[config.mk]
export PLATFORM = sky130hd
export DESIGN_NAME = ww_cell_rule
export DESIGN_NICKNAME = d
export VERILOG_FILES = /design/src/design/assert_macros.svh /design/src/design/ww_pkg.sv /design/src/design/ww_cell_rule.sv
export SDC_FILE = /design/constraint.sdc
export NUM_CORES = 1
export LEC_CHECK = 0
export ABC_AREA = 1
export CAP_MARGIN = 15
export CORE_AREA = 10 10 47 49
export DETAILED_ROUTE_END_ITERATION = 10
export DIE_AREA = 0 0 57 59
export DONT_BUFFER_PORTS = 1
export PLACE_DENSITY = 0.32
export SETUP_SLACK_MARGIN = 0.2
export SYNTH_ARGS = -nofsm -noshare
export SYNTH_HDL_FRONTEND = slang
export SYNTH_SLANG_ARGS = --single-unit
[constraint.sdc]
create_clock -name vclk -period 3.6
set_input_delay 0.54 -clock vclk [all_inputs]
set_output_delay 0.54 -clock vclk [all_outputs]
set_load 0.01 [all_outputs]
[src/design/assert_macros.svh]
// Assertion macros used by the generation step module.
`ifndef ASSERT_MACROS_SVH
`define ASSERT_MACROS_SVH

// Clocked property, disabled during reset.
`define ASSERT_CLK(lbl, prop, msg) \
    lbl: assert property (@(posedge clk) disable iff (!rst_n) prop) \
        else $error(msg);

// Condition that must never be seen at a clock edge outside reset.
`define ASSERT_NEVER(lbl, cond, msg) \
    lbl: assert property (@(posedge clk) disable iff (!rst_n) !(cond)) \
        else $error(msg);

`endif

[src/design/ww_pkg.sv]
// Types, constants and helpers for the wireworld generation step.
package ww_pkg;

    localparam int MAX_WIDTH  = 1024;
    localparam int MAX_HEIGHT = 1024;

    localparam int COORD_W  = 10;   // out_row / out_col width
    localparam int DIM_W    = 11;   // grid_width / grid_height width
    localparam int REG_IDX_W = 2;
    localparam int ADDR_W   = $clog2(MAX_WIDTH);

    localparam logic [REG_IDX_W-1:0] REG_GRID_WIDTH  = 2'd0;
    localparam logic [REG_IDX_W-1:0] REG_GRID_HEIGHT = 2'd1;

    typedef enum logic [1:0] {
        CELL_EMPTY = 2'd0,
        CELL_HEAD  = 2'd1,
        CELL_TAIL  = 2'd2,
        CELL_COND  = 2'd3
    } ww_cell_t;

    // Column of the stencil: [1:0] top, [3:2] middle, [5:4] bottom.
    typedef logic [5:0] ww_triple_t;

    typedef struct packed {
        logic [1:0] upper;
        logic [1:0] middle;
    } ww_pair_t;

    typedef struct packed {
        logic [1:0]         next_state;
        logic [COORD_W-1:0] out_row;
        logic [COORD_W-1:0] out_col;
        logic               end_of_generation;
    } ww_result_t;

    function automatic logic [DIM_W-1:0] clamp_dim(input logic [DIM_W-1:0] v,
                                                   input logic [DIM_W-1:0] maxv);
        logic [DIM_W-1:0] r;
        if (v == '0)
            r = DIM_W'(1);
        else if (v > maxv)
            r = maxv;
        else
            r = v;
        return r;
    endfunction

endpackage

[src/design/ww_cell_rule.sv]
// Wireworld update rule over a 3x3 neighborhood.
module ww_cell_rule
    import ww_pkg::*;
(
    input  ww_triple_t left,
    input  ww_triple_t cen,
    input  ww_triple_t right,
    output logic [1:0] next_state
);

    logic [7:0] hit;
    logic [3:0] heads;

    always_comb
    begin
        hit[0] = (left[1:0]  == CELL_HEAD);
        hit[1] = (left[3:2]  == CELL_HEAD);
        hit[2] = (left[5:4]  == CELL_HEAD);
        hit[3] = (cen[1:0]   == CELL_HEAD);
        hit[4] = (cen[5:4]   == CELL_HEAD);
        hit[5] = (right[1:0] == CELL_HEAD);
        hit[6] = (right[3:2] == CELL_HEAD);
        hit[7] = (right[5:4] == CELL_HEAD);
        heads = '0;
        for (int i = 0; i < 8; i++)
            heads = heads + {3'b000, hit[i]};

        case (cen[3:2])
            CELL_HEAD: next_state = CELL_TAIL;
            CELL_TAIL: next_state = CELL_COND;
            CELL_COND:
            begin
                if (heads inside {4'd1, 4'd2})
                    next_state = CELL_HEAD;
                else
                    next_state = CELL_COND;
            end
            default:   next_state = CELL_EMPTY;
        endcase
    end

endmodule

== After elaboration in Yosys (flattened, before gate mapping) ==
Cells that the tools add are included.
W data, S select, Z words.
Storage, ports and cells
  register bits after elaboration: 0
  output and inout bits: 2
Operators by class
  eq/ne operators: 13
  mux-type cells: 2
  reductions and logical operators: 1
  add/sub/neg operators: 7
Operator list (number)
  $eq A2 B1 Y1 const B: 9
  $add A4 B1 Y4: 4
  $pmux W2 S3: 1
  $add A3 B1 Y4: 1
  $eq A2 B2 Y1 const B: 2
  $eq A4 B1 Y1 const B: 1
  $eq A4 B2 Y1 const B: 1
  $add A2 B1 Y3: 1
  $add A1 B1 Y2: 1
  $mux W2: 1
  $reduce_bool A2 Y1: 1

== Logic depth before layout (Yosys ltp) ==
Gate-level depths: netlist (run 1).
  depth in word-level cells: 12
  mapped depth: 14
  mapped depth without buffers: 14

== Worst setup path after synthesis (run 1) ==
OpenSTA, ideal clock, no wires.
  path type: input to output
  from: input left[0]
  to: output next_state[1]
  data required time: 3.060 ns
  path buffers: 0
  arrival: 3.284 ns
  slack: -0.224 ns
  stages: 13
  path through: inv_1 -> nor2_1 -> fa_1 -> inv_1 -> fa_1 -> inv_1 -> fa_1 -> ha_1 -> fa_1 -> nand2_1 -> nand2_1 -> nor2_1 -> a21oi_1
Between the ends
  word-level cells in the longest chain between the ends: 12
  elaborated cells on any way between the ends: 13
  those cells by class: add/sub (7); eq/ne (3); mux (2); reduce/logical (1)
Ends and longest elaborated chain
  start: declaration: line ww_cell_rule.sv:5  | input ww_triple_t left,
  $eq A2 B1 Y1 (*): line ww_cell_rule.sv:16  | hit[0] = (left[1:0] == CELL_HEAD);
  $add A1 B1 Y2 (*): line ww_cell_rule.sv:26  | heads = heads + {3'b000, hit[i]};
  $add A2 B1 Y3 (*): line ww_cell_rule.sv:26
  $add A3 B1 Y4 (*): line ww_cell_rule.sv:26
  $add A4 B1 Y4 (*) (4 in a row): line ww_cell_rule.sv:26
  $eq A4 B1 Y1 or $eq A4 B2 Y1 (tied branches): line ww_cell_rule.sv:33  | if (heads inside {4'd1, 4'd2})
  $reduce_bool A2 Y1 (*): line ww_cell_rule.sv:33
  $mux W2 (*): line ww_cell_rule.sv:33
  $pmux W2 S3 (*): line ww_cell_rule.sv:28  | case (cen[3:2])
  end: declaration: line ww_cell_rule.sv:8  | output logic [1:0] next_state
Mark *: on every way between the ends. The rest lies on a longest branch, timed or not.

== Final worst setup path (run 1) ==
  from: input cen[0]
  to: output next_state[1]
Between the ends
  word-level cells in the longest chain between the ends: 10
  elaborated cells on any way between the ends: 11
  those cells by class: add/sub (5); eq/ne (3); mux (2); reduce/logical (1)
Ends and longest elaborated chain
  start: declaration: line ww_cell_rule.sv:6  | input ww_triple_t cen,
  $eq A2 B1 Y1 (*): line ww_cell_rule.sv:19  | hit[3] = (cen[1:0] == CELL_HEAD);
  $add A3 B1 Y4 (*): line ww_cell_rule.sv:26
  $add A4 B1 Y4 (*) (4 in a row): line ww_cell_rule.sv:26
  $eq A4 B1 Y1 or $eq A4 B2 Y1 (tied branches): line ww_cell_rule.sv:33
  $reduce_bool A2 Y1 (*): line ww_cell_rule.sv:33
  $mux W2 (*): line ww_cell_rule.sv:33
  $pmux W2 S3 (*): line ww_cell_rule.sv:28
Marks and branches as above.

==> results.toml, run 1 <==
[routing]
drt_iter0_markers = 0
postRouteWirelength_um = 528
dr_total_vias = 222
average_detailed_routed_wire_length_per_instance_um = 8.800
drc = 0
antenna_violating_nets_post_route = 0
post_drt_via_cell_ratio = 3.700
drt_pass1_iterations = 1

[cells_and_area]
drive_above_1_share = 0.1364
design.final.nets = 71
ff_latch_area_um2 = 0
insertedDiodeCount = 0
area_growth_syn_to_layout_pct = 20.29
fill_cells = 160
final-instance-count-excl-fill = 60
layout.clock_buffers = 0
finish.utilization = 0.2223
layout.sequential_cells = 0

[grt]
grt_pass1_vias = 262
initial_antenna_violation_count = 0
grt_usage = 0.03251
global_route.peak_usage_layer = "met2"
grt_start_max_net_pins = 4
grtUsageMet1 = 0.02994
global_route.usage.met3 = 0.01288
grt_overflow_total = 0
grt_pass1_wl_um = 993
use_met2 = 0.06822

[worst_setup_path]
worst_setup_path_end_kind = "primary output"
max_stage_delay_ns = 0.52
worstPathCellList = "inv_12 -> nor2_4 -> fa_1 -> inv_1 -> fa_1 -> inv_1 -> fa_1 -> ha_2 -> fa_1 -> inv_1 -> nand2_1 -> nand2_1 -> nor2_2 -> a21oi_2"
cp.required_ns = 3.06
cell_occurring_most_often_along_the_worst_timing_path = "sky130_fd_sc_hd__fa_1"
criticalPathCategory = "in2out"
timing.critical_path.from_type = "input pin"
crit_slowest_cell = "sky130_fd_sc_hd__fa_1"
timing.critical_path.from = "cen[0]"
worst-path-max-fanout = 2
critical_path_arrival_ns = 3.15

[pwr]
max-vdd-ir-drop_mv = 0.03284
p_per_area_mw_per_mm2 = 184.1
power_leakage_nw = 0.1857
finalPower_uw = 57.36

[yosys]
ys.warnings.count = 0
postSynthNetCount = 69
synth_area_um2 = 259.0
yosysUniqueCellTypes = 8
syn_avg_cell_area_um2 = 5.886
postSynthCellCount = 44
yosysSeqAreaShare = 0

[placement]
port_buffers = 0
dp_worst_setup_slack_ns = -0.1619
place_inst = 59
post-dp-hpwl_um = 531.8
gp_routability_congestion = 0.6101

[die]
coreArea_mm2 = 0.001401
die_width_um = 57
dieArea_mm2 = 0.003363
die-height_um = 59
pin_count = 20
std_cell_rows = 14
initial_utilization = 0.1848

[sta]
slew-limit-headroom = 0.8826
setup_repair_after_global_routing_missed_its_margin = "true"
period_minus_slack_ns = 3.689
finalSetupTns_ns = -0.08931
setup_viol = 1
final_max_slew_viol_count = 0
number_of_endpoints_with_negative_hold_slack_in_the_final_report = 0
max_freq_mhz = 271.1
max_slew.worst_pin.slew_ns = 0.1754
finalWorstSetupSlack_ns = -0.08931
final.period_utilization = 1.025

[flow_run]
max_cap_violations = 0

[clock_tree]
cts_hold_repair.buffers = 0

[hold_path]
whs_path_depth = 0
timing.hold.worst.class = "in2out"
min_from = "cen[3]"
whs_endpoint = "next_state[0]"

[run_status]
violations = "setup timing"
outcome = "finished with violations"
==> synth_stat cells <==
cell type	n	area [µm²]
sky130_fd_sc_hd__nand2_1	10	37.54
sky130_fd_sc_hd__nand3_1	1	5.000
sky130_fd_sc_hd__nor2_1	8	30.03
sky130_fd_sc_hd__a21oi_1	1	5.000
sky130_fd_sc_hd__inv_1	16	60.06
sky130_fd_sc_hd__fa_1	4	80.08
sky130_fd_sc_hd__clkbuf_1	1	3.750
sky130_fd_sc_hd__ha_1	3	37.54
==> cell families after synthesis <==
kind of cell	Yosys count	synth area share
buffers and inverters	17	0.2464
adder cells (fa/ha/maj)	7	0.4541
AND/OR/NAND/NOR	19	0.2802
AO/OA/AOI/OAI	1	0.01931
==> worst max path at each step <==
stage | endpoint | slack (ns)
final | next_state[1] | -0.09
after global routing | next_state[1] | -0.26
after CTS | next_state[1] | -0.12
after detailed placement | next_state[1] | -0.16
after global placement | next_state[1] | -0.16
after floorplan | next_state[1] | -0.06
==> through the flow <==
step | hold WS, ns | cell area, µm²
2_1_floorplan | 1.182 | 285.3
4_1_cts | 1.080 | 309.0
5_1_grt | 1.080 | 311.5
6_report | 1.080 | 311.5
3_3_place_gp | 1.080 | 301.5
3_5_place_dp | 1.080 | 301.5
==> metal layers <==
metal | up-vias | share of wire | wire length (µm)
met3 | 0 | 0.13 | 70
met4 | 0 | 0 | 0
met5 | - | 0 | 0
met1 | 90 | 0.39 | 204
li1 | 120 | - | -
met2 | 12 | 0.48 | 253
==> worst max-delay path: cells and delay by family <==
family	cells	cell delay, ns
fa+ha+maj	5	2.07
buf+inv	4	0.20
compound gates	1	0.17
simple gates	4	0.16
==> cell usage in the layout, fill, tap and decap left out <==
master                    synthesis  final
sky130_fd_sc_hd__a21oi_2          0      1
sky130_fd_sc_hd__buf_4            0      1
sky130_fd_sc_hd__fa_1             4      4
sky130_fd_sc_hd__ha_1             3      2
sky130_fd_sc_hd__ha_2             0      1
sky130_fd_sc_hd__inv_1           16     15
sky130_fd_sc_hd__inv_12           0      1
sky130_fd_sc_hd__nand2_1         10     10
sky130_fd_sc_hd__nand3_1          1      1
sky130_fd_sc_hd__nor2_1           8      6
sky130_fd_sc_hd__nor2_2           0      1
sky130_fd_sc_hd__nor2_4           0      1
==> where the power goes <==
part / internal, mW / switching (mW)
Sequential: 0 / 0
Clock: 0 / 0
Combinational: 0.0259 / 0.0315
Total: 0.0259 / 0.0315
==> final cells by class <==
class              instances  area (µm²)  area share
inverters                 16       72.57      0.2329
repair buffers             1       7.507     0.02410
well taps                 16       20.02     0.06426
multi-input cells         27       211.5      0.6787
==> what timing repair did <==
item | in CTS | in global routing
endpoints found under the setup margin | 1 | 1
gates resized for setup | 0 | 1
pin swaps | 3 | 0
setup buffers | 1 | 0
Power figures use the tool's default switching activity.
==> run 2, diff against run 1 <==
Settings changed: REMOVE_ABC_BUFFERS from default to 1, SETUP_SLACK_MARGIN 0.2 to 0.15.
==> run 2 against run 1 <==
Compared with the run above: the flow still finishes with violations (setup timing); via count fell by 0.90%; power rose by 1.5%; highest routed layer unchanged; worst setup slack worse by 0.10 ns; largest cell class unchanged.
==> results.toml, run 2 (synthesis results as in run 1) <==
[worst_setup_path]
worstPathCellList = "inv_12 -> nor2_4 -> fa_1 -> inv_1 -> fa_1 -> inv_1 -> fa_1 -> ha_2 -> fa_1 -> inv_1 -> nand2_1 -> nand2_1 -> nor2_1 -> a21oi_1 -> buf_4"
timing.critical_path.from_type = "input pin"
crit_slowest_cell = "sky130_fd_sc_hd__fa_1"
cp.required_ns = 3.06
max_stage_delay_ns = 0.52
worst_setup_path_end_kind = "primary output"
worst-path-max-fanout = 2
critical_path_arrival_ns = 3.25
cell_occurring_most_often_along_the_worst_timing_path = "sky130_fd_sc_hd__fa_1"
criticalPathCategory = "in2out"

[sta]
number_of_endpoints_with_negative_hold_slack_in_the_final_report = 0
setup_repair_after_global_routing_missed_its_margin = "true"
max_freq_mhz = 263.9
final_max_slew_viol_count = 0
finalWorstSetupSlack_ns = -0.1893
max_slew.worst_pin.slew_ns = 0.1554
final.period_utilization = 1.053
slew-limit-headroom = 0.8960
period_minus_slack_ns = 3.789
finalSetupTns_ns = -0.1893
setup_viol = 1

[grt]
grt_pass1_wl_um = 862
grt_overflow_total = 0
initial_antenna_violation_count = 0
grt_pass1_vias = 236
grt_start_max_net_pins = 4
grt_usage = 0.02856

[pwr]
power_leakage_nw = 0.1887
seq_power_share = 0
p_per_area_mw_per_mm2 = 184.6
combPwrFrac = 1.000
cellInternalPower_uw = 27.74
pwr-share-clk = 0
netSwitchingFraction = 0.5234
finalPower_uw = 58.21
p_sw_uw = 30.47
max-vdd-ir-drop_mv = 0.03510

[cells_and_area]
final_cell_mix = "14 x sky130_fd_sc_hd__inv_1, 10 x sky130_fd_sc_hd__nand2_1, 6 x sky130_fd_sc_hd__nor2_1"
design.final.nets = 72
multiInputGateArea_um2 = 207.7
finish.utilization = 0.2250
insertedDiodeCount = 0
layout.sequential_cells = 0
mostFrequentLayoutCell = "sky130_fd_sc_hd__inv_1"
ff_latch_area_um2 = 0
drive_above_1_share = 0.1556
layout.clock_buffers = 0
area_growth_syn_to_layout_pct = 21.74
fill_cells = 168
final-instance-count-excl-fill = 61

[die]
die-height_um = 59
initial_utilization = 0.1848
coreArea_mm2 = 0.001401
pin_count = 20
dieArea_mm2 = 0.003363
std_cell_rows = 14
die_width_um = 57

[routing]
dr_total_vias = 220
postRouteWirelength_um = 545
average_detailed_routed_wire_length_per_instance_um = 8.934
post_drt_via_cell_ratio = 3.607
drc = 0
drt_iter0_markers = 1
antenna_violating_nets_post_route = 0
drt_pass1_iterations = 3

[run_status]
violations = "setup timing"
outcome = "finished with violations"

[placement]
port_buffers = 0
place_inst = 60
post-dp-hpwl_um = 535.7
gp_routability_congestion = 0.6381

[flow_run]
max_cap_violations = 0

[hold_path]
whs_path_depth = 0
timing.hold.worst.class = "in2out"
-- run 2: cell count changes in the layout (fill, tap and decap cells not counted) --
cell,before,now
sky130_fd_sc_hd__a21oi_1,0,1
sky130_fd_sc_hd__a21oi_2,1,0
sky130_fd_sc_hd__buf_4,1,2
sky130_fd_sc_hd__inv_1,15,14
sky130_fd_sc_hd__inv_2,0,1
-- run 2: repair_timing --
action	in CTS	in global routing
resized for setup	8	2
hold buffers	0	0
setup buffers	1	0
pin swaps	11	2
setup endpoints to repair	1	1
-- run 2: final cells by class --
cell class / count / share of cell area
inverter: 16 / 0.2302
tap: 16 / 0.06349
timing repair buffer: 2 / 0.04762
multi-input combinational: 27 / 0.6587
-- run 2: final timing paths --
path	from	to	slack, ns
setup / recovery	cen[0]	next_state[1]	-0.19
hold / removal	cen[3]	next_state[0]	1.08
-- run 2: power by group through the flow --
stage / sequential, mW / combinational (mW) / clock (mW)
2_1_floorplan: 0 / 0.0449 / 0
3_3_place_gp: 0 / 0.0567 / 0
3_5_place_dp: 0 / 0.0566 / 0
4_1_cts: 0 / 0.0602 / 0
5_1_grt: 0 / 0.0721 / 0
6_report: 0 / 0.0582 / 0
-- run 2: through the flow --
stage	hold slack, ns	worst slack (ns)	cell area [µm²]
finish	1.080	-0.1893	315.3
global route	1.080	-0.3520	315.3
CTS	1.080	-0.2461	312.8
detailed placement	1.080	-0.3814	282.8
global placement	1.080	-0.3834	282.8
floorplan	1.080	-0.2240	255.2
-- run 2: critical path, delay by kind of cell --
family | cells | cell delay, ns
buffers and inverters | 5 | 0.34
AO/OA/AOI/OAI | 1 | 0.14
AND/OR/NAND/NOR | 4 | 0.16
adder cells (fa/ha/maj) | 5 | 2.08
-- run 2: metal layers --
metal	track usage	vias to the layer above	wire (µm)
li1	-	122	-
met1	0.02980	90	211
met4	0	0	0
met5	0	-	0
met2	0.05736	8	288
met3	0.008584	0	45
==> run 3, diff against run 2 <==
Settings changed: PLACE_DENSITY 0.32 to default, SLEW_MARGIN from default to 0.
==> run 3 against run 2 <==
Compared with the run above: the run still ends with setup timing left; hold slack unchanged; utilization grew 0.18 points; maximum frequency up 0.84%; worst setup slack gained 0.032 ns; non-clock buffer count is the same; cell area up 0.79%.
==> results.toml, run 3 (synthesis results as in run 1) <==
[sta]
setup_viol = 1
period_minus_slack_ns = 3.758
finalWorstSetupSlack_ns = -0.1576
worst_hold_slack_ns = 1.080
final.period_utilization = 1.044
max_slew.worst_pin.slew_ns = 0.1694
slew-limit-headroom = 0.8866
finalSetupTns_ns = -0.1576
final_max_slew_viol_count = 0
max_freq_mhz = 266.1
number_of_endpoints_with_negative_hold_slack_in_the_final_report = 0
setup_repair_after_global_routing_missed_its_margin = "true"

[hold_path]
whs_path_depth = 0
min_from = "cen[3]"
whs_endpoint = "next_state[0]"
timing.hold.worst.class = "in2out"

[clock_tree]
cts_hold_repair.buffers = 0

[die]
coreArea_mm2 = 0.001401
dieArea_mm2 = 0.003363
initial_utilization = 0.1848
die-height_um = 59
pin_count = 20
die_width_um = 57
std_cell_rows = 14

[cells_and_area]
layout.clock_buffers = 0
final_cell_mix = "14 x sky130_fd_sc_hd__inv_1, 10 x sky130_fd_sc_hd__nand2_1, 5 x sky130_fd_sc_hd__nor2_1"
final-instance-count-excl-fill = 61
mostFrequentLayoutCell = "sky130_fd_sc_hd__inv_1"
layout.sequential_cells = 0
final_design_area_no_fill_um2 = 317.8
insertedDiodeCount = 0
multiInputGateArea_um2 = 210.2
finish.utilization = 0.2268
drive_above_1_share = 0.1778
design.final.nets = 72
fill_cells = 166
ff_latch_area_um2 = 0
area_growth_syn_to_layout_pct = 22.71

[placement]
placed_cell_area_um2 = 282.8
post-dp-hpwl_um = 532.9
port_buffers = 0
gp_routability_congestion = 0.6670
place_inst = 60
dp_worst_setup_slack_ns = -0.3642

[grt]
grt_start_max_net_pins = 4
initial_antenna_violation_count = 0
grt_pass1_wl_um = 931
grt_pass1_vias = 209
grt_overflow_total = 0
grt_usage = 0.03162

[run_status]
violations = "setup timing"
outcome = "finished with violations"

[routing]
post_drt_via_cell_ratio = 3.590
drc = 0
average_detailed_routed_wire_length_per_instance_um = 8.984
postRouteWirelength_um = 548
antenna_violating_nets_post_route = 0
drt_iter0_markers = 9
dr_total_vias = 219
drt_pass1_iterations = 2

[worst_setup_path]
cp.required_ns = 3.06
criticalPathCategory = "in2out"
timing.critical_path.from_type = "input pin"
worst-path-max-fanout = 2
worst_setup_path_end_kind = "primary output"
critical_path_arrival_ns = 3.22
timing.critical_path.from = "cen[0]"

[pwr]
p_per_area_mw_per_mm2 = 184.9
finalPower_uw = 58.76
power_leakage_nw = 0.1882
max-vdd-ir-drop_mv = 0.03869

[flow_run]
max_cap_violations = 0
## run 3: cell counts in the layout (fill, tap and decap cells not counted)
No cell type changed its count.
## run 3: worst max-delay path, cell delays in order
cell                      delay (ns)
sky130_fd_sc_hd__inv_12         0.03
sky130_fd_sc_hd__nor2_4         0.03
sky130_fd_sc_hd__fa_1           0.52
sky130_fd_sc_hd__inv_1          0.05
sky130_fd_sc_hd__fa_1           0.47
sky130_fd_sc_hd__inv_1          0.05
sky130_fd_sc_hd__fa_1           0.43
sky130_fd_sc_hd__ha_2           0.20
sky130_fd_sc_hd__fa_1           0.50
sky130_fd_sc_hd__inv_1          0.04
sky130_fd_sc_hd__nand2_1        0.04
sky130_fd_sc_hd__nand2_1        0.05
sky130_fd_sc_hd__nor2_1         0.08
sky130_fd_sc_hd__a21oi_1        0.06
sky130_fd_sc_hd__buf_4          0.14
## run 3: layout make-up
| cell class | count | area share |
|---|---|---|
| well taps | 16 | 0.06299 |
| inverters | 16 | 0.2283 |
| multi-input cells | 27 | 0.6614 |
| repair buffers | 2 | 0.04724 |
## run 3: what timing repair did
action,in CTS,in global routing
setup buffers,0,1
pin swaps,9,3
endpoints found under the hold margin,0,0
resized for setup,9,2
setup endpoints to repair,1,1
## run 3: power breakdown
group / switching [mW] / internal (mW) / leakage, nW
Clock: 0 / 0 / 0
Sequential: 0 / 0 / 0
Combinational: 0.0310 / 0.0278 / 0.188
## run 3: how the worst max path moves through the flow
stage / end / slack (ns) / cells after the start
global route: next_state[1] / -0.29 / 15
detailed placement: next_state[1] / -0.36 / 15
floorplan: next_state[1] / -0.22 / 13
global placement: next_state[1] / -0.36 / 15
finish: next_state[1] / -0.16 / 15
CTS: next_state[1] / -0.22 / 15
## run 3: layer usage
metal | vias up | GRT usage | routed length, µm
met2 | 10 | 0.05581 | 284
met4 | 0 | 0 | 0
li1 | 123 | - | -
met3 | 0 | 0.01931 | 72
met5 | - | 0 | 0
met1 | 86 | 0.03345 | 191
